--- config.mk ---
export PLATFORM = sky130hd
export DESIGN_NAME = pcs_accum
export DESIGN_NICKNAME = d
export VERILOG_FILES = /design/src/hdl/pcs_pkg.sv /design/src/hdl/pcs_accum.sv
export SDC_FILE = /design/constraint.sdc
export NUM_CORES = 2
export LEC_CHECK = 0
export ABC_AREA = 1
export BUFFER_PORTS_ARGS = -buffer_cell sky130_fd_sc_hd__buf_2
export CELL_PAD_IN_SITES_DETAIL_PLACEMENT = 0
export CELL_PAD_IN_SITES_GLOBAL_PLACEMENT = 2
export CORE_MARGIN = 3
export CORE_UTILIZATION = 37
export DETAILED_ROUTE_END_ITERATION = 6
export GPL_TIMING_DRIVEN = 0
export PLACE_DENSITY = 0.92
export SLEW_MARGIN = 5
export SYNTH_ARGS = -nofsm -noshare
export SYNTH_HDL_FRONTEND = slang
export SYNTH_SLANG_ARGS = --single-unit
--- constraint.sdc ---
create_clock -name clk -period 12.1 [get_ports clk]
set_input_delay 1.21 -clock clk [delete_from_list [all_inputs] [get_ports clk]]
set_output_delay 1.21 -clock clk [all_outputs]
set_load 0.005 [all_outputs]
--- src/hdl/pcs_pkg.sv ---
// shared types and constants for the pearson correlation stream core
package pcs_pkg;
  localparam int MaxPairs = 1024;
  localparam int SampleBits = 16;
  localparam int CntW = 11;
  localparam int SumW = 26;
  localparam int SqW = 42;
  localparam int QDepth = 2;

  typedef struct packed {
    logic signed [15:0] sample_a;
    logic signed [15:0] sample_b;
    logic last_sample;
  } in_item_t;

  typedef struct packed {
    logic signed [15:0] correlation;
    logic degenerate;
    logic [10:0] pair_count;
  } out_item_t;

  // finished run handed from the accumulator to the solver
  typedef struct packed {
    logic [CntW-1:0] n;
    logic [SumW-1:0] sa;
    logic [SumW-1:0] sb;
    logic [SqW-1:0] saa;
    logic [SqW-1:0] sbb;
    logic [SqW-1:0] sab;
  } run_sums_t;

  typedef enum logic [3:0] {
    S_IDLE, S_NS, S_NSW, S_SSW, S_VAR, S_PW, S_N2W, S_NORM, S_SRCH, S_SQW, S_CMP, S_DONE
  } solve_state_t;
endpackage

--- src/hdl/pcs_accum.sv ---
// front part: accumulates sums of one run and hands the totals on
module pcs_accum import pcs_pkg::*; (
  input  logic      clk,
  input  logic      rst,
  input  in_item_t  item,
  input  logic      take,
  output logic      run_valid,
  output run_sums_t run_sums
);
  logic [CntW-1:0] cnt;
  logic [SumW-1:0] sa, sb;
  logic [SqW-1:0]  saa, sbb, sab;
  logic signed [SampleBits-1:0] a, b;
  logic signed [2*SampleBits-1:0] paa, pbb, pab;
  logic room;

  assign a = item.sample_a[SampleBits-1:0];
  assign b = item.sample_b[SampleBits-1:0];
  assign paa = a * a;
  assign pbb = b * b;
  assign pab = a * b;
  assign room = cnt < CntW'(MaxPairs);

  always_comb begin
    run_sums.n = cnt;
    run_sums.sa = sa;
    run_sums.sb = sb;
    run_sums.saa = saa;
    run_sums.sbb = sbb;
    run_sums.sab = sab;
    if (room) begin
      run_sums.n = cnt + 1'b1;
      run_sums.sa = sa + SumW'(a);
      run_sums.sb = sb + SumW'(b);
      run_sums.saa = saa + SqW'(paa);
      run_sums.sbb = sbb + SqW'(pbb);
      run_sums.sab = sab + SqW'(pab);
    end
  end

  assign run_valid = take && item.last_sample;

  always_ff @(posedge clk) begin
    if (rst || run_valid) begin
      cnt <= '0; sa <= '0; sb <= '0; saa <= '0; sbb <= '0; sab <= '0;
    end else if (take) begin
      cnt <= run_sums.n; sa <= run_sums.sa; sb <= run_sums.sb;
      saa <= run_sums.saa; sbb <= run_sums.sbb; sab <= run_sums.sab;
    end
  end
endmodule

==> Word level (Yosys, flattened, before mapping) <==
Cells that the tools add are included.
{ "classes": {"addsub": 6, "n_mul": 3, "order_cmp": 1, "mux": 1, "n_reduce_logical": 2} }
{ "ops": {"columns": ["operator", "count"], "rows": [
  ["$mux W189", 1],
  ["$add A42 B42 Y42", 3],
  ["$mul A16 B16 Y32", 3],
  ["$add A26 B26 Y26", 2],
  ["$add A11 B1 Y11 const B", 1],
  ["$lt A11 B11 Y1 const B", 1],
  ["$logic_and A1 B1 Y1", 1],
  ["$logic_or A1 B1 Y1", 1]
]} }
{ "totals": {"ff_bits": 189, "out_inout_bits": 190, "wordCells": 19} }

==> Depth between registers and ports, before layout <==
{ "logic_depth": {"ltp_word": 3, "mapped_depth": 45} }

==> Least setup slack after synthesis <==
Ideal clock, no wire load.
{ "synth_path": {"path_type": "input to output", "startpoint": "input item[32] in the netlist's numbering", "endpoint": "output run_sums[41] in the netlist's numbering", "t_arrival_ps": 7965, "required_ps": 10890, "path_slack_ps": 2925, "cell_stages": 37, "path_buffers": 2, "cell_sequence": "clkbuf_1 buf_1 nand2_1 inv_1 fa_1 fa_1 fa_1 inv_1 fa_1 inv_1 fa_1 inv_1 fa_1 inv_1 ha_1 a21o_1 nor2_1 nand2_1 inv_1 nand2_1 nor2_1 nand2_1 nand2_1 inv_1 ha_1 nand2_1 inv_1 nand2_1 nor3_1 nand2_1 nor2_1 nand2_1 nand3_1 nand3_1 nand3_1 nand2_1 nand2_1"} }
{ "synth_rtl": {"columns": ["item", "line", "source"], "rows": [
  ["start, declared", "pcs_accum.sv:5", "input in_item_t item,"],
  ["end, declared", "pcs_accum.sv:8", "output run_sums_t run_sums"]
]} }

==> impl_metrics.env <==
export IMPL_status="finished, violations left"
export IMPL_violations="DRC"
export IMPL_max_slew_margin_pct=12.78
export IMPL_synth_top_area_share_pct=28.89
export IMPL_tightestPinTransition_ps=1308
export IMPL_synth_edf_count=0
export IMPL_multiInputGateArea_um2=38870
export IMPL_die_x_um=376.0
export IMPL_rsz0062_at_grt="false"
export IMPL_firstDrtPassIters=7
export IMPL_yosysUniqueCellTypes=60
export IMPL_post_route_min_period_ps=11720
export IMPL_numCtsBuffers=17
export IMPL_grt_pass1_vias=47540
export IMPL_worstPathArrival_ps=10510
export IMPL_async_flop_share_pct=0
export IMPL_final_max_slew_viol_count=0
export IMPL_cts_tree="yes"
export IMPL_io_pins=226
export IMPL_synth_most_common_cell="inv_1"
export IMPL_seq_area_frac_synth_pct=7.469
export IMPL_htree_levels=4
export IMPL_io_buffers=225
export IMPL_drtIter0Drc=4313
export IMPL_ant_nets=0
export IMPL_finalWirelength_um=209100
export IMPL_grt_overflow=0
export IMPL_synth_top_cells_by_count="inv_1 (1900), nand2_1 (1670), fa_1 (731)"
export IMPL_cp_start_kind="input port"
export IMPL_syn_to_final_growth_pct=7.728
export IMPL_drc=1
export IMPL_grt_pass1_wl_um=307000
export IMPL_synth_top_area_cell="fa_1"
export IMPL_route_vias_total=48780
export IMPL_min_delay_path_class="register to register"
export IMPL_die_y_um=376.0
export IMPL_post_cts_setup_buffers=0
export IMPL_final_net_count=8936
export IMPL_synth_area_um2=50660
export IMPL_synth_area_leaders="fa_1 (29%), inv_1 (14%), nand2_1 (12%)"
export IMPL_clock_sinks=189
export IMPL_n_fill_cell=14720
export IMPL_crit_fanout=12
export IMPL_rows=135
export IMPL_drive_gt1_share_pct=4.957
export IMPL_holdBufCountCts=0
export IMPL_finalSetupViolCount=0
export IMPL_grt_usage_pct=29.37
export IMPL_skew_ps=20.25
export IMPL_syn_mean_instance_area_um2=6.778
export IMPL_synth_flop_cell="dfxtp_1"
export IMPL_clock_fmax_mhz=85.30
export IMPL_yosys_warnings=0
export IMPL_hold_viol=0
export IMPL_antenna_found_initial=12
export IMPL_slowest_stage="clkbuf_1"
export IMPL_fin_crit_sh_pct=96.89
export IMPL_dpl_cell_area_um2=54010
export IMPL_grt_max_degree=25
export IMPL_crit_top_cell="nand2_1"
export IMPL_clock_latency_ps=540
export IMPL_slowest_delay_ps=840
export IMPL_cts_buffer_depth=2
export IMPL_required_ps=10890
export IMPL_dp_hpwl_um=179500
export IMPL_core_um2=135600
export IMPL_root_buffer="clkbuf_16"
export IMPL_dieArea_um2=141400
export IMPL_clk_pin_slew_ps=90
export IMPL_syn_inst=7474
export IMPL_final_area_um2=54570
export IMPL_ys_ff_latch=189
export IMPL_regArea_um2=3784
export IMPL_drv_cap=0
export IMPL_routed_via_density=5.130
export IMPL_stdcell_count=9510
export IMPL_synth_net_count=8696
export IMPL_wl_per_cell_um=21.98
export IMPL_place_gp_congestion=0.9985
export IMPL_end_kind="output pin"
export IMPL_final_util_pct=40.23
export IMPL_critPathKind="input port to output pin"
export IMPL_initial_core_util_pct=37.35
export IMPL_dp_cells=9480
==> layer usage <==
metal	routed length [µm]	global-route usage, %	vias to the layer above	part of all wire [%]
met4	8174	9.760	2	3.9
met2	91440	45.91	1769	44
met5	13	0	-	0.0062
met1	94800	42.18	23700	45
li1	-	-	23040	-
met3	14620	3.330	271	7.0
==> per-stage QoR <==
step / TNS [ps] / hold WS [ps] / setup slack (ps)
2_1_floorplan: 0 / 511.6 / 2925
3_3_place_gp: -231.8 / 535.9 / -231.8
3_5_place_dp: -212.6 / 542.4 / -212.6
4_1_cts: 0 / 559.4 / 112.6
5_1_grt: 0 / 596.3 / 9.179
6_report: 0 / 562.7 / 376.3
==> cell families after synthesis <==
kind of cell,Yosys count,share of synthesized area (%)
adders and majority gates,1186,40.13
buffers and inverters,2129,15.81
xor gates and xnor gates,142,2.455
AOI/OAI and AO/OA,996,11.10
DFF,189,7.469
and+or+nand+nor,2832,23.04
==> worst paths after layout <==
kind | cells past startpoint | slack, ps | startpoint | endpoint
worst min register to register | 2 | 560 | cnt[2] | cnt[2]
worst max-delay path | 37 | 380 | item[3] | run_sums[83]
worst min-delay path | 2 | 560 | cnt[2] | cnt[2]
worst max register to register | 13 | 8950 | sab[0] | sab[12]
==> cell usage in the layout, fill, tap and decap left out, types with 16 or more instances in the layout <==
cell	count
a21o_1	42
a21oi_1	381
a31oi_1	18
buf_1	16
buf_2	238
clkbuf_1	174
clkbuf_16	17
dfxtp_1	189
fa_1	730
ha_1	455
inv_1	1900
nand2_1	1670
nand3_1	356
nand3b_1	19
nand4_1	61
nor2_1	566
nor3_1	54
o211ai_1	19
o21ai_0	297
o21ai_1	106
o21bai_1	53
or2_1	21
or2_2	26
xnor2_1	47
xor2_1	95
==> state kept, by name (all words and copies together) (netlist names) <==
register	count
saa	42
sab	42
sbb	42
sa	26
sb	26
cnt	11
==> area by class of cell <==
type | count | share of cell area (%)
Multi-Input combinational cell | 5156 | 71.22
Tap cell | 1781 | 4.083
Inverter | 1909 | 13.13
Buffer | 216 | 1.548
Sequential cell | 189 | 6.933
Clock inverter | 13 | 0.1949
Antenna cell | 2 | 0.009171
Timing Repair Buffer | 225 | 2.068
Clock buffer | 19 | 0.8116
==> worst max-delay path, delay by kind of cell <==
kind                     cells  cell delay (ps)
adder cells (fa/ha/maj)      8             3830
AND/OR/NAND/NOR             18             3230
buffers and inverters       10             1970
AO/OA/AOI/OAI                1              220
==> repair_timing <==
item	CTS	global route
endpoints found under the hold margin	0	0
endpoints found under the setup margin	1	12
resized for setup	1	30
Power is left out: the tool's default activity adds up to more than one toggle a clock period on the data nets, which glitch-free logic cannot reach.
