**config.mk**
```make
export PLATFORM = sky130hd
export DESIGN_NAME = pcs_fifo
export DESIGN_NICKNAME = d
export VERILOG_FILES = /design/src/hdl/pcs_pkg.sv /design/src/hdl/pcs_fifo.sv
export SDC_FILE = /design/constraint.sdc
export NUM_CORES = 1
export LEC_CHECK = 0
export ABC_AREA = 1
export BUFFER_PORTS_ARGS = -buffer_cell sky130_fd_sc_hd__buf_4
export CORE_MARGIN = 8
export CORE_UTILIZATION = 52
export CTS_BUF_LIST = sky130_fd_sc_hd__clkbuf_8 sky130_fd_sc_hd__clkbuf_16
export DETAILED_ROUTE_END_ITERATION = 10
export HOLD_SLACK_MARGIN = 0.02
export PLACE_DENSITY = 0.79
export SLEW_MARGIN = 20
export SYNTH_ARGS = -nofsm -noshare
export SYNTH_HDL_FRONTEND = slang
export SYNTH_SLANG_ARGS = --single-unit
```
**constraint.sdc**
```tcl
create_clock -name clk -period 14.51 [get_ports clk]
set_clock_uncertainty 0.2 [all_clocks]
set_input_delay 2.1765 -clock clk [delete_from_list [all_inputs] [get_ports clk]]
set_output_delay 2.1765 -clock clk [all_outputs]
set_load 0.01 [all_outputs]
```
**src/hdl/pcs_pkg.sv**
```systemverilog
// shared types and constants for the pearson correlation stream core
package pcs_pkg;
  localparam int MaxPairs = 1024;
  localparam int SampleBits = 16;
  localparam int CntW = 11;
  localparam int SumW = 26;
  localparam int SqW = 42;
  localparam int QDepth = 2;

  typedef struct packed {
    logic signed [15:0] sample_a;
    logic signed [15:0] sample_b;
    logic last_sample;
  } in_item_t;

  typedef struct packed {
    logic signed [15:0] correlation;
    logic degenerate;
    logic [10:0] pair_count;
  } out_item_t;

  // finished run handed from the accumulator to the solver
  typedef struct packed {
    logic [CntW-1:0] n;
    logic [SumW-1:0] sa;
    logic [SumW-1:0] sb;
    logic [SqW-1:0] saa;
    logic [SqW-1:0] sbb;
    logic [SqW-1:0] sab;
  } run_sums_t;

  typedef enum logic [3:0] {
    S_IDLE, S_NS, S_NSW, S_SSW, S_VAR, S_PW, S_N2W, S_NORM, S_SRCH, S_SQW, S_CMP, S_DONE
  } solve_state_t;
endpackage

```
**src/hdl/pcs_fifo.sv**
```systemverilog
// small queue of finished runs between accumulator and solver
module pcs_fifo import pcs_pkg::*; (
  input  logic      clk,
  input  logic      rst,
  input  logic      wr,
  input  run_sums_t wdata,
  output logic      full,
  input  logic      rd,
  output logic      empty,
  output run_sums_t rdata
);
  run_sums_t mem [QDepth];
  logic wp, rp;
  logic [1:0] fill;

  assign full = fill == 2'(QDepth);
  assign empty = fill == '0;
  assign rdata = mem[rp];

  always_ff @(posedge clk) begin
    if (wr) mem[wp] <= wdata;
  end

  always_ff @(posedge clk) begin
    if (rst) begin
      wp <= 1'b0; rp <= 1'b0; fill <= '0;
    end else begin
      if (wr) wp <= ~wp;
      if (rd) rp <= ~rp;
      fill <= fill + 2'(wr) - 2'(rd);
    end
  end
endmodule

```
Word level (Yosys, flattened, before mapping)
Memory sizes are Yosys's and may differ from the RTL's. A register that Yosys moved wholly into a read port is not among the register bits.
Cells that the tools add are included.
{"block": "totals", "reg_bits": 4, "ramBits": 378, "out_inout_bits": 191, "wordCells": 14, "memories": 1}
{"name": "mem", "depth": 2, "word_bits": 189, "rd": 1, "rd_clocked_by_memory_dff": 1, "write_ports": 1, "line_no": "pcs_fifo.sv:12", "text": "run_sums_t mem [QDepth];"}
{"block": "classes", "addsub": 2, "n_eq_ne": 1, "mux": 4, "n_bitwise": 2, "n_reduce_logical": 1}
{"op": "1-bit 2-to-1 mux", "count": 4}
{"op": "2-bit by 1-bit adder with 2-bit output", "count": 1}
{"op": "2-bit equality test, second input constant", "count": 1}
{"op": "2-bit zero test", "count": 1}
{"op": "1-bit inverter", "count": 2}
{"op": "2-bit by 1-bit subtractor with 2-bit output", "count": 1}

Logic depth before layout (Yosys ltp)
{"block": "logic_depth", "ltp_word": 3, "ltp_mapped": 9}

Worst setup path before layout
No wires, ideal clock.
{"block": "synth_path", "path_kind": "input port to flip-flop", "startpoint": "input wr", "endpoint": "memory mem[0][0] in the netlist's numbering, enable pin", "arrival_time_ps": 10115, "required_ps": 13564, "setup_slack_ps": 3449, "cell_stages": 2, "path_buffers": 0, "cell_sequence": "inv_1 > nor2_1"}
{"block": "synth_via", "elab_chain_len": 2}
{"item": "start, declared", "line_no": "pcs_fifo.sv:5", "text": "input logic wr,"}
{"item": "1-bit 2-to-1 mux", "line_no": "pcs_fifo.sv:21", "text": "if (wr) mem[wp] <= wdata;"}
{"item": "1-bit 2-to-1 mux (implied by the code)", "line_no": "pcs_fifo.sv:21"}
{"item": "end, declared", "line_no": "pcs_fifo.sv:12"}
Every way passes these cells.

==> summary.md <==
| Metric | Value |
|---|---|
| Post-synth cell types | `14` |
| Total Routing Usage GR | `18.2%` |
| Place WS | `9.49 ns` |
| Cells along the critical path | `buf_4 -> mux2_2 -> buf_4` |
| Via count | `7251` |
| Placed cell areas | `17400 um^2` |
| Critical Path AT | `3.13 ns` |
| Most frequent CP cell | `buf_4` |
| Placed cell count | `1327` |
| Die area | `33000 um^2` |
| Period utilization | `38.0%` |
| H-tree levels | `2` |
| DRC viols | `0` |
| Most common library cells after synthesis | `edfxtp_1 (378), mux2_4 (100), mux2_2 (89)` |
| Syn Nets | `814` |
| Worst EP required | `12.13 ns` |
| Post-DRT Antenna Nets | `0` |
| Post-CTS Setup Inserts | `0` |
| Largest net degree at the start of global routing | `190` |
| Syn Area/Cell | `23.1 um^2` |
| WL/cell | `22.6 um` |
| Hpwl dp | `21600 um` |
| Synth Flop Type | `edfxtp_1` |
| Final setup vio count | `0` |
| TritonCTS clock tree | `built` |
| Slew HR | `29.1%` |
| GRT busiest layer | `met2` |
| Post-route cell area | `around 19000 um^2` |
| Initial Utilization | `53.0%` |
| Final Hold Vio Count | `0` |
| Reg-to-reg endpoint | `mem[1][54]$_DFFE_PP_` |
| Top post-synthesis cells by area | `edfxtp_1 (80%), mux2_4 (11%), mux2_2 (7.0%)` |
| RSZ-0062 raised after global routing | `no` |
| Yosys warns | `0` |
| TritonCTS Sinks | `383` |
| Congestion Overflow GR | `0` |
| Reg power frac | `roughly half` |
| Initial antenna violation count | `2` |
| Die width | `182 um` |
| Slew Viols, Final | `0` |
| Synthesized area | `14300 um^2` |
| Core box area | `27000 um^2` |
| Async S/R FF share, synth | `0%` |
| Initial DRC count | `468` |
| Grt met2 use | `30.9%` |
| Final WS setup | `9.00 ns` |
| Worst Max-Slew Pin Slew | `1.06 ns` |
| Vias per inst | `5.18` |
| Reg2reg setup slack | `around 12 ns` |
| Post-CTS sizing | `0` |
| GPL Wtd Cong | `0.782` |
| DIE HEIGHT | `about 180 um` |
| Fmax achieved | `0.181 GHz` |
| Synthesized instance count | `~620` |
| Routing usage on met1 | `20.1%` |
| Drt pass-1 iters | `5` |
| Non-Filler Instances | `1399` |
| Clk network pwr share | `about 36%` |
| Crit-path slowest cell | `dfxtp_4` |
| CTS Root Cell | `clkbuf_16` |
| I/O Buffers | `383` |
| Post-Route WL | `around 32000 um` |
| Layout cells sized above 1 | `between 50% and 60%` |
| Area leader, netlist | `edfxtp_1` |
| Crit path capture type | `output port` |
| Synthesis-stage register bit count | `383` |
| First-pass GRT wire length | `45300 um` |
| Leak | `7.24 nW` |
| CP Max Fanout | `69` |
| Min-delay worst type | `reg2reg` |
| Switch share | `21.7%` |
| Num CTS Buffers | `39` |
| Crit path to | `rdata[2]` |
| Final core utilization | `69.1%` |
| GR met3 Demand/Resource | `6.83%` |
| Pwr Density | `~130 nW/um^2` |
| Reg-to-reg startpoint | `wp$_SDFFE_PP0P_` |
| Seq/Total Area, Yosys | `between 80% and 90%` |
| Clk buf depth | `3` |
| Ports | `approximately 380` |
| Number of flops mapped to enable cells by yosys | `378` |
| Number of global-route vias before repair | `7697` |
| Internal power | `between 1.5 and 2 mW` |
| Psw | `about 550 uW` |
| Layout Area Growth over Synthesis | `30.5%` |
| Worst Reg-to-Reg Cells | `3` |
| Combinational Power Share | `approximately an eighth` |
| Most common cell in the synthesized netlist | `edfxtp_1` |
| Status | `finished, final reports clean` |
| Clock Pin Slew Worst Setup and Hold Paths | `0.06 ns` |
| Maxcap violations | `0` |
| Synth top area share | `79.5%` |
| # nets final | `1223` |
| Number of hold buffers added after CTS | `0` |
| Critical path type | `reg2out` |
| Startpoint type of the worst setup path | `flop` |
| Final worst path period need | `5.51 ns` |
| Peak supply drop | `between 0.1 and 0.15 mV` |
| Crit-path max cell delay | `1.01 ns` |
| Skew-Pair Late Insertion Delay | `0.51 ns` |
| Final setup TNS | `0 ns` |
| FP Rows | `60` |
==> flip-flops by register name (all words and copies together), names as in the netlist, named ones only <==
register  count
fill          2
wp            1
rp            1
mem         378
==> worst max-delay path: cells and delay by family, from the launching register on <==
kind | cells | cell delay (ns)
DFF | 1 | 1.01
muxes | 1 | 0.44
buffers and inverters | 2 | 1.06
==> layout by cell type, fill, tap and decap left out <==
cell type and count:
buf_4 387, edfxtp_1 378, mux2_4 100, mux2_2 89, clkbuf_16 39, inv_1 16
clkinv_1 9, clkinv_2 9, nor2_1 7, nand2_1 4, dfxtp_1 4, inv_6 2
ha_1 2, diode_2 1, nor2_4 1, xnor2_1 1, nor3_1 1, a21oi_1 1
nand3_1 1, dfxtp_4 1, clkinvlp_4 1, bufinv_16 1, clkinv_8 1, buf_16 1
buf_12 1
==> stage by stage <==
| step | total power, mW | hold WS [ns] |
|---|---|---|
| 2_1_floorplan | 1.50 | 0.280 |
| 3_3_place_gp | 1.64 | 0.292 |
| 3_5_place_dp | 1.65 | 0.298 |
| 4_1_cts | 2.54 | 0.316 |
| 5_1_grt | 2.60 | 0.360 |
| 6_report | 2.51 | 0.315 |
==> worst min-delay path by stage <==
stage,start,cells after the start,end
5_1_grt,rp$_SDFFE_PP0P_,2,flop
6_report,rp$_SDFFE_PP0P_,2,flop
3_3_place_gp,rp$_SDFFE_PP0P_,2,flop
4_1_cts,rp$_SDFFE_PP0P_,2,flop
2_1_floorplan,rp$_SDFFE_PP0P_,2,flop
3_5_place_dp,rp$_SDFFE_PP0P_,2,flop
==> per-layer routing <==
layer | wire length, um | part of all wire, %
met1 | 11400 | 36
met2 | 15800 | 50
met3 | 3220 | 10
met4 | 1210 | 3.8
met5 | 13 | 0.041
==> final cells by class <==
type,instances,area [um^2]
timing repair buffer,389,2950
sequential,383,11500
multi-input combinational,207,2610
clock buffer,39,976
clock inverter,31,175
tap,341,427
fill,1724,8320
antenna,1,2.50
inverter,8,35.0
==> power by group through the flow <==
stage	Combinational [mW]	Sequential [mW]	Clock, mW
after detailed placement	0.318	1.33	0
after global placement	0.312	1.33	0
after floorplan	0.167	1.33	0
after global routing	0.336	1.31	0.949
after CTS	0.320	1.31	0.914
final	0.316	1.31	0.892
==> cell families (layout without fill, tap and decap cells) <==
family                   count (synthesis)  after routing  share of synthesized area [%]
other                                    0              1                              0
XOR/XNOR                                 1              1                         0.0614
multiplexers                           189            189                           17.5
AO/OA/AOI/OAI                            1              1                         0.0350
buffers and inverters                   29            467                           1.56
adder cells (fa/ha/maj)                  2              2                          0.175
AND/OR/NAND/NOR                         14             14                          0.386
flip-flops                             383            383                           80.2
Note: power is estimated with default switching activity, not from simulation.
