===== src/hdl/pcs_pkg.sv =====
// shared types and constants for the pearson correlation stream core
package pcs_pkg;
  localparam int MaxPairs = 1024;
  localparam int SampleBits = 16;
  localparam int CntW = 11;
  localparam int SumW = 26;
  localparam int SqW = 42;
  localparam int QDepth = 2;

  typedef struct packed {
    logic signed [15:0] sample_a;
    logic signed [15:0] sample_b;
    logic last_sample;
  } in_item_t;

  typedef struct packed {
    logic signed [15:0] correlation;
    logic degenerate;
    logic [10:0] pair_count;
  } out_item_t;

  // finished run handed from the accumulator to the solver
  typedef struct packed {
    logic [CntW-1:0] n;
    logic [SumW-1:0] sa;
    logic [SumW-1:0] sb;
    logic [SqW-1:0] saa;
    logic [SqW-1:0] sbb;
    logic [SqW-1:0] sab;
  } run_sums_t;

  typedef enum logic [3:0] {
    S_IDLE, S_NS, S_NSW, S_SSW, S_VAR, S_PW, S_N2W, S_NORM, S_SRCH, S_SQW, S_CMP, S_DONE
  } solve_state_t;
endpackage


===== src/hdl/pcs_solve.sv =====
// back part: forms the coefficient by sequential multiply and bit search
module pcs_solve import pcs_pkg::*; (
  input  logic      clk,
  input  logic      rst,
  input  logic      in_valid,
  input  run_sums_t in_sums,
  output logic      in_take,
  output logic      out_valid,
  output out_item_t out_item,
  input  logic      out_take
);
  solve_state_t state, state_next;
  run_sums_t s;
  logic mul_start, mul_busy, mul_done;
  logic [63:0] mul_a, mul_b, ma, mb, mp;
  logic [1:0] midx;
  logic [31:0] pa, pb;
  logic [63:0] part;
  logic [127:0] part_sh, prod;
  logic [63:0] num, va, vb, t1, nmag;
  logic [63:0] sa_x, sb_x, saa_x, sbb_x, sab_x;
  logic [127:0] p, n2;
  logic [15:0] q;
  logic [3:0] bitn;
  logic [15:0] cand;
  logic degen;
  logic [1:0] step;

  // 64x64 product built from four 32x32 partial products, one per cycle
  assign pa = midx[0] ? ma[63:32] : ma[31:0];
  assign pb = midx[1] ? mb[63:32] : mb[31:0];
  assign part = 64'(pa) * 64'(pb);

  always_comb begin
    case (midx) inside
      2'd0: part_sh = {64'd0, part};
      2'd1, 2'd2: part_sh = {32'd0, part, 32'd0};
      default: part_sh = {part, 64'd0};
    endcase
  end

  always_ff @(posedge clk) begin
    if (rst) begin
      mul_busy <= 1'b0;
      mul_done <= 1'b0;
    end else begin
      mul_done <= mul_busy && (midx == 2'd3);
      if (mul_start) mul_busy <= 1'b1;
      else if (midx == 2'd3) mul_busy <= 1'b0;
    end
  end

  always_ff @(posedge clk) begin
    if (mul_start) begin
      ma <= mul_a;
      mb <= mul_b;
      midx <= '0;
      prod <= '0;
    end else if (mul_busy) begin
      prod <= prod + part_sh;
      midx <= midx + 2'd1;
    end
  end

  assign sa_x = {{(64-SumW){s.sa[SumW-1]}}, s.sa};
  assign sb_x = {{(64-SumW){s.sb[SumW-1]}}, s.sb};
  assign saa_x = {{(64-SqW){s.saa[SqW-1]}}, s.saa};
  assign sbb_x = {{(64-SqW){s.sbb[SqW-1]}}, s.sbb};
  assign sab_x = {{(64-SqW){s.sab[SqW-1]}}, s.sab};
  assign nmag = num[63] ? 64'd0 - num : num;
  assign cand = q | (16'd1 << bitn);
  assign mp = ({47'd0, cand, 1'b0} - 64'd1);

  always_ff @(posedge clk) begin
    if (rst) state <= S_IDLE;
    else state <= state_next;
  end

  // three passes: cross, a, b terms; each n*S then S*S; then va*vb, num^2, search
  always_comb begin
    state_next = state;
    in_take = 1'b0;
    out_valid = state == S_DONE;
    mul_start = 1'b0;
    mul_a = '0;
    mul_b = '0;
    unique case (state)
      S_IDLE: if (in_valid) begin
        in_take = 1'b1;
        state_next = S_NS;
      end
      S_NS: begin
        mul_start = 1'b1;
        mul_a = {{(64-CntW){1'b0}}, s.n};
        mul_b = (step == 2'd0) ? sab_x : (step == 2'd1) ? saa_x : sbb_x;
        state_next = S_NSW;
      end
      S_NSW: if (mul_done) begin
        mul_start = 1'b1;
        mul_a = (step == 2'd2) ? sb_x : sa_x;
        mul_b = (step == 2'd1) ? sa_x : sb_x;
        state_next = S_SSW;
      end
      S_SSW: if (mul_done) state_next = (step == 2'd2) ? S_VAR : S_NS;
      S_VAR: if ((va == '0) || (vb == '0)) begin
        state_next = S_DONE;
      end else begin
        mul_start = 1'b1;
        mul_a = va;
        mul_b = vb;
        state_next = S_PW;
      end
      S_PW: if (mul_done) begin
        mul_start = 1'b1;
        mul_a = nmag;
        mul_b = nmag;
        state_next = S_N2W;
      end
      S_N2W: if (mul_done) state_next = S_NORM;
      S_NORM: if (p[127:62] == '0) state_next = S_SRCH;
      S_SRCH: begin
        mul_start = 1'b1;
        mul_a = mp;
        mul_b = mp;
        state_next = S_SQW;
      end
      S_SQW: if (mul_done) begin
        mul_start = 1'b1;
        mul_a = prod[63:0];
        mul_b = p[63:0];
        state_next = S_CMP;
      end
      S_CMP: if (mul_done) state_next = (bitn == '0) ? S_DONE : S_SRCH;
      S_DONE: if (out_take) state_next = S_IDLE;
      default: state_next = S_IDLE;
    endcase
  end

  always_ff @(posedge clk) begin
    unique case (state)
      S_IDLE: begin
        s <= in_sums;
        step <= '0;
        q <= '0;
        bitn <= 4'd15;
      end
      S_NSW: if (mul_done) t1 <= prod[63:0];
      S_SSW: if (mul_done) begin
        if (step == 2'd0) num <= t1 - prod[63:0];
        else if (step == 2'd1) va <= t1 - prod[63:0];
        else vb <= t1 - prod[63:0];
        step <= step + 2'd1;
      end
      S_VAR: degen <= (va == '0) || (vb == '0);
      S_PW: if (mul_done) p <= prod;
      S_N2W: if (mul_done) n2 <= prod;
      S_NORM: if (p[127:62] != '0) begin
        p <= p >> 1;
        n2 <= n2 >> 1;
      end
      S_CMP: if (mul_done) begin
        if (prod <= {n2[95:0], 32'd0}) q <= cand;
        bitn <= bitn - 4'd1;
      end
      default: ;
    endcase
  end

  always_comb begin
    out_item.degenerate = degen;
    out_item.pair_count = s.n;
    if (degen) out_item.correlation = '0;
    else if (num[63]) out_item.correlation = 16'd0 - q;
    else out_item.correlation = q[15] ? 16'sd32767 : q;
  end
endmodule


===== config.mk =====
export PLATFORM = sky130hd
export DESIGN_NAME = pcs_solve
export DESIGN_NICKNAME = d
export VERILOG_FILES = /design/src/hdl/pcs_pkg.sv /design/src/hdl/pcs_solve.sv
export SDC_FILE = /design/constraint.sdc
export NUM_CORES = 2
export LEC_CHECK = 0
export BUFFER_PORTS_ARGS = -buffer_cell sky130_fd_sc_hd__buf_2
export CAP_MARGIN = 0
export CORE_ASPECT_RATIO = 1.5
export CORE_MARGIN = 2
export CORE_UTILIZATION = 40
export CTS_CLUSTER_SIZE = 12
export DETAILED_ROUTE_END_ITERATION = 10
export SYNTH_ARGS = -nofsm -noshare
export SYNTH_HDL_FRONTEND = slang
export SYNTH_SLANG_ARGS = --single-unit

===== constraint.sdc =====
create_clock -name clk -period 29.1 [get_ports clk]
set_input_delay 0 -clock clk [delete_from_list [all_inputs] [get_ports clk]]
set_output_delay 0 -clock clk [all_outputs]
set_load 0.02 [all_outputs]

======== Word level (Yosys, flattened, before mapping) ========
Cells that the tools add are included.
operators by class
  add/subtract/negate cells ............... 8
  multipliers ............................. 1
  magnitude comparators ................... 1
  equality and inequality tests ........... 27
  shifts and indexed selects .............. 1
  mux-type cells .......................... 53
  bitwise gates (word level) .............. 3
  reductions and logical operators ........ 28
operator list
  cell                                                                    number
  64-bit 2-to-1 mux                                                       12
  64-bit case mux with 6 select lines                                     2
  128-bit 2-to-1 mux                                                      5
  128-bit case mux with 2 select lines                                    2
  128-bit adder                                                           1
  128-bit less-or-equal comparator                                        1
  64-bit logical NOT                                                      2
  66-bit logical NOT                                                      1
  66-bit nonzero test                                                     1
  32-bit by 32-bit multiplier with 64-bit output                          1
  16-bit 2-to-1 mux                                                       4
  32-bit 2-to-1 mux                                                       2
  1-bit by 64-bit subtractor with 64-bit output (first input constant)    1
  64-bit subtractor                                                       1
  4-bit case mux with 12 select lines                                     1
  4-bit 2-to-1 mux                                                        11
  16-bit case mux with 2 select lines                                     1
  2-bit inequality test (second input constant)                           10
  17-bit by 1-bit subtractor with 18-bit output (second input constant)   1
  4-bit by 3-bit equality test with 1-bit output (second input constant)  4
  4-bit equality test (second input constant)                             4
  16-bit OR                                                               1
  1-bit by 4-bit left shift with 16-bit output (first input constant)     1
  1-bit by 16-bit subtractor with 16-bit output (first input constant)    1
  other kinds (26)                                                        51
word-level totals
  register bits ........................... 988
  input port bits ......................... 193
  output and inout port bits .............. 30
  word-level logic and storage cells ...... 145

======== Depth between registers and ports, before layout ========
  depth after elaboration ................. 5
  depth in mapped cells ................... 50
  depth with buffers taken out ............ 44

======== Worst setup path after synthesis ========
OpenSTA, ideal clock, no wires.
  path type ............................... register to register
  start point ............................. register state[1]
  end point ............................... register n2[0], enable pin
  arrival ................................. 20553 ps
  data required time ...................... 27805 ps
  slack ................................... 7252 ps
  stages on the path, launching flop included .. 4
  buffers on the path ..................... 1
  period minus slack after synthesis ...... 21848 ps
  path through ............................ dfxtp_1 > clkbuf_1 > nand2_1 > a2111oi_0
between the ends
  longest elaborated chain between the ends .. 3
RTL lines
  element                                                                       line              source
  start, declared                                                               pcs_solve.sv:12   solve_state_t state, state_next;
  start signal, assigned                                                        pcs_solve.sv:76   else state <= state_next;
  4-bit by 3-bit equality test with 1-bit output                                pcs_solve.sv:140  unique case (state)
  2-bit inequality test (no line) / 2-bit nonzero test (equally long branches)  -
  3-bit AND reduction (no line) (*)                                             -
  end signal, assigned                                                          pcs_solve.sv:156  S_N2W: if (mul_done) n2 <= prod;
  end signal, assigned                                                          pcs_solve.sv:159  n2 <= n2 >> 1;
  end, declared                                                                 pcs_solve.sv:22   logic [127:0] p, n2;
Every way passes the cells marked *; elsewhere a longest branch is shown, timed or not.
A chain may end at the register's enable or synchronous reset.

======== Worst setup path after layout ========
  start point ............................. register midx[1]
  end point ............................... register prod[112]
between the ends
  longest elaborated chain between the ends .. 5
RTL lines
  element                                                                                      line                              source
  start, declared                                                                              pcs_solve.sv:16                   logic [1:0] midx;
  start signal, assigned                                                                       pcs_solve.sv:61                   midx <= midx + 2'd1;
  32-bit 2-to-1 mux (tied with other cells)                                                    pcs_solve.sv:31                   assign pb = midx[1] ? mb[63:32] : mb[31:0];
  32-bit by 32-bit multiplier with 64-bit output / 2-bit OR reduction (equally long branches)  pcs_solve.sv:32, pcs_solve.sv:35
  128-bit 2-to-1 mux                                                                           pcs_solve.sv:35                   case (midx) inside
  128-bit 2-to-1 mux (*)                                                                       pcs_solve.sv:35
  128-bit adder (*)                                                                            pcs_solve.sv:60                   prod <= prod + part_sh;
  end signal, assigned                                                                         pcs_solve.sv:60
  end, declared                                                                                pcs_solve.sv:19                   logic [127:0] part_sh, prod;
Marked as above.

==> flow_summary.ini <==
[worst_setup_path]
crit_required_ns = 29.75
arrival_time_of_data_at_the_critical_path_endpoint_ns = 15.21
timing.critical_path.mode_cell = sky130_fd_sc_hd__fa_1
crit_slowest_cell = sky130_fd_sc_hd__a2111oi_0
cp_slowest_stage_delay_ns = 1.02
path_class = flop to flop
worst_setup_path_start_kind = flop
critical_path_end_type = flop
critical_path.max_fanout = 39

[drt]
dr.max_layer_used = met5
avgViaCountPerCell = 5.90
met2WireLength_um = 183000
wl_met3_um = 30200
route.detailed.drc = 0
met1Wirelength_um = 132000
final_antenna_net_count = 0
drt_pre_antenna_iters = 9
wl_per_cell_um = 30.0
initialDrtViolationCount = 7563
total_number_of_vias = 75100
route.final.wire_length_um = 381000

[yosys]
async_reset_ff_frac = 0
synthTopCellsByArea = sky130_fd_sc_hd__edfxtp_1, sky130_fd_sc_hd__fa_1, sky130_fd_sc_hd__ha_1
synth.yosys.seq_area_share = 0.319
synth_area_um2 = 88800
post_synth_inst_count = 9314
postSynthNetCount = 11000
yosys.area.top_type_share = 0.288
synth_flop_cell = sky130_fd_sc_hd__edfxtp_1
syn-mean-instance-area_um2 = 9.54
synth_seq_cells = 988
yosysWarnings = 0
synth_cell_types = 81
synth_top_area_cell = sky130_fd_sc_hd__edfxtp_1
synth_edf_count = 852

[status]
violations_in_the_final_reports = max-capacitance violations, max-slew violations
status = finished with violations

[die]
floorplan.die.height_um = 581
initial_utilization = 0.403
design.portCount = 223
rows = 211
chipWidth_um = 389
core_area_um2 = 220000
dieArea_um2 = 226000

[cells_and_area]
ff_latch_area_um2 = 28300
fillers = 20900
syn_to_layout_area_delta_pct = 13.7
final_cell_mix = sky130_fd_sc_hd__nand2_1, sky130_fd_sc_hd__inv_1, sky130_fd_sc_hd__nor2_1
drive_above_1_share = 0.0768
multi_input_area_um2 = 54900
nNetsFinal = 11400
leading_cell_type_in_the_layout_fill_and_taps_excluded = sky130_fd_sc_hd__nand2_1

[sta]
final_period_minus_worst_setup_slack_ns = 14.56
rsz0062_at_grt = no
achievable-frequency_mhz = 68.7
layout_worst_path_cycle_share = 0.500
slew-limit-headroom = -0.00271
worst_pin_slew_ns = 1.49
hold_viol = 0
report.final.slew_viol_count = 1
final-setup-viol-count = 0
setup_total_negative_slack_ns = 0
fin_skew_ns = 0.0897

[placement]
port_buffers = 222
place.detailed.hpwl_um = 298000
finalWeightedCongestion = 1.03

[global_route]
first_pass_grt_wire_length_um = 544000
grt_overflow = 0
pin_count_of_the_biggest_net_entering_global_routing = 139
grt_pass1_vias = 78400
antenna_found_initial = 25
grt_use_total = 0.334

[clock_network]
cts.clk_slew.worst_paths_ns = 0.06
cts-buffers-inserted = 107
post_cts_buffers = 0
clk_path_buf_depth = 3
cts.hold.buffers_added = 381
number_of_levels_in_the_clock_h_tree = 3
worst_skew_pair.late_latency_ns = 0.82
cts.root.buffer_cell = sky130_fd_sc_hd__clkbuf_16
clock_sinks = 988
cts_repair_resize_count = 0
clock_tree_from_tritoncts = done

[min_path]
holdCritPathClass = primary input to flop

[job]
drv.max_cap_violation_count = 1
[flip-flops by register name, indices dropped and copies added, names as in the netlist, 4 cells and up]
name      cells
bitn          4
ma           64
mb           64
n2          128
num          64
out_item     11
p           128
prod        128
q            16
s           178
state         4
t1           64
va           64
vb           64
[worst max-delay path, delay by kind of cell, from the launching register on]
kind | cells | cell delay, ns
compound gates | 20 | 6.49
fa+ha+maj | 10 | 4.86
buf+inv | 6 | 1.32
simple gates | 3 | 0.75
flops | 1 | 0.63
mux | 1 | 0.33
[metrics by stage]
| step | hold slack, ns | setup slack [ns] | util | cells | cell area [um2] |
|---|---|---|---|---|---|
| after floorplan | 0.0691 | 7.25 | - | 9314 | 88800 |
| after global placement | 0.176 | 14.35 | 0.425 | 12100 | 93700 |
| after detailed placement | 0.178 | 14.92 | 0.425 | 12100 | 93700 |
| after CTS | 0.00531 | 14.86 | 0.458 | 12700 | 101000 |
| after global routing | 0.0397 | 14.13 | 0.458 | 12700 | 101000 |
| final | 0.0472 | 14.54 | 0.458 | 12700 | 101000 |
[cell families after synthesis]
family	synth area share
AND/OR/NAND/NOR	0.141
AO/OA/AOI/OAI	0.122
buffers and inverters	0.0697
adder cells (fa/ha/maj)	0.282
flip-flops	0.319
XOR/XNOR	0.0314
multiplexers	0.0364
[cell usage after synthesis (all sizes together) (55+ instances only)]
cell,instances
o211ai,68
edfxtp,852
nand2,1263
nor3,81
dfxtp,136
a21oi,445
o21bai,65
xnor2,158
mux2,78
fa,898
nor2,981
o21a,55
nor4,84
o21ai,426
a21o,190
nand4,120
and2,73
ha,562
clkbuf,421
xor2,161
inv,1167
nand3,84
mux2i,235
[final timing paths]
path | start | endpoint | slack (ns) | depth (start not counted)
setup / recovery | midx[1] | prod[112] | 14.54 | 40
hold reg to reg | n2[113] | n2[112] | 0.47 | 2
setup reg to reg | midx[1] | prod[112] | 14.54 | 40
hold / removal | rst | mul_busy | 0.05 | 3
[metal layers]
metal / up-vias / GRT usage
met4: 8 / 0.259
met3: 1189 / 0.0645
met2: 3881 / 0.563
li1: 32300 / -
met1: 37700 / 0.370
met5: - / 0.00150
[area by class of cell]
| type | count | area share |
|---|---|---|
| well taps | 2875 | 0.0356 |
| diodes | 33 | 0.000817 |
| repair buffers | 781 | 0.0621 |
| flip-flops and latches | 988 | 0.280 |
| clock buffers | 140 | 0.0283 |
| multi-input cells | 6688 | 0.544 |
| inverters | 1170 | 0.0436 |
| clock inverters | 49 | 0.00557 |
Power is not shown: default switching activity piles up to over one toggle a cycle in this logic, so the estimate is an artifact.
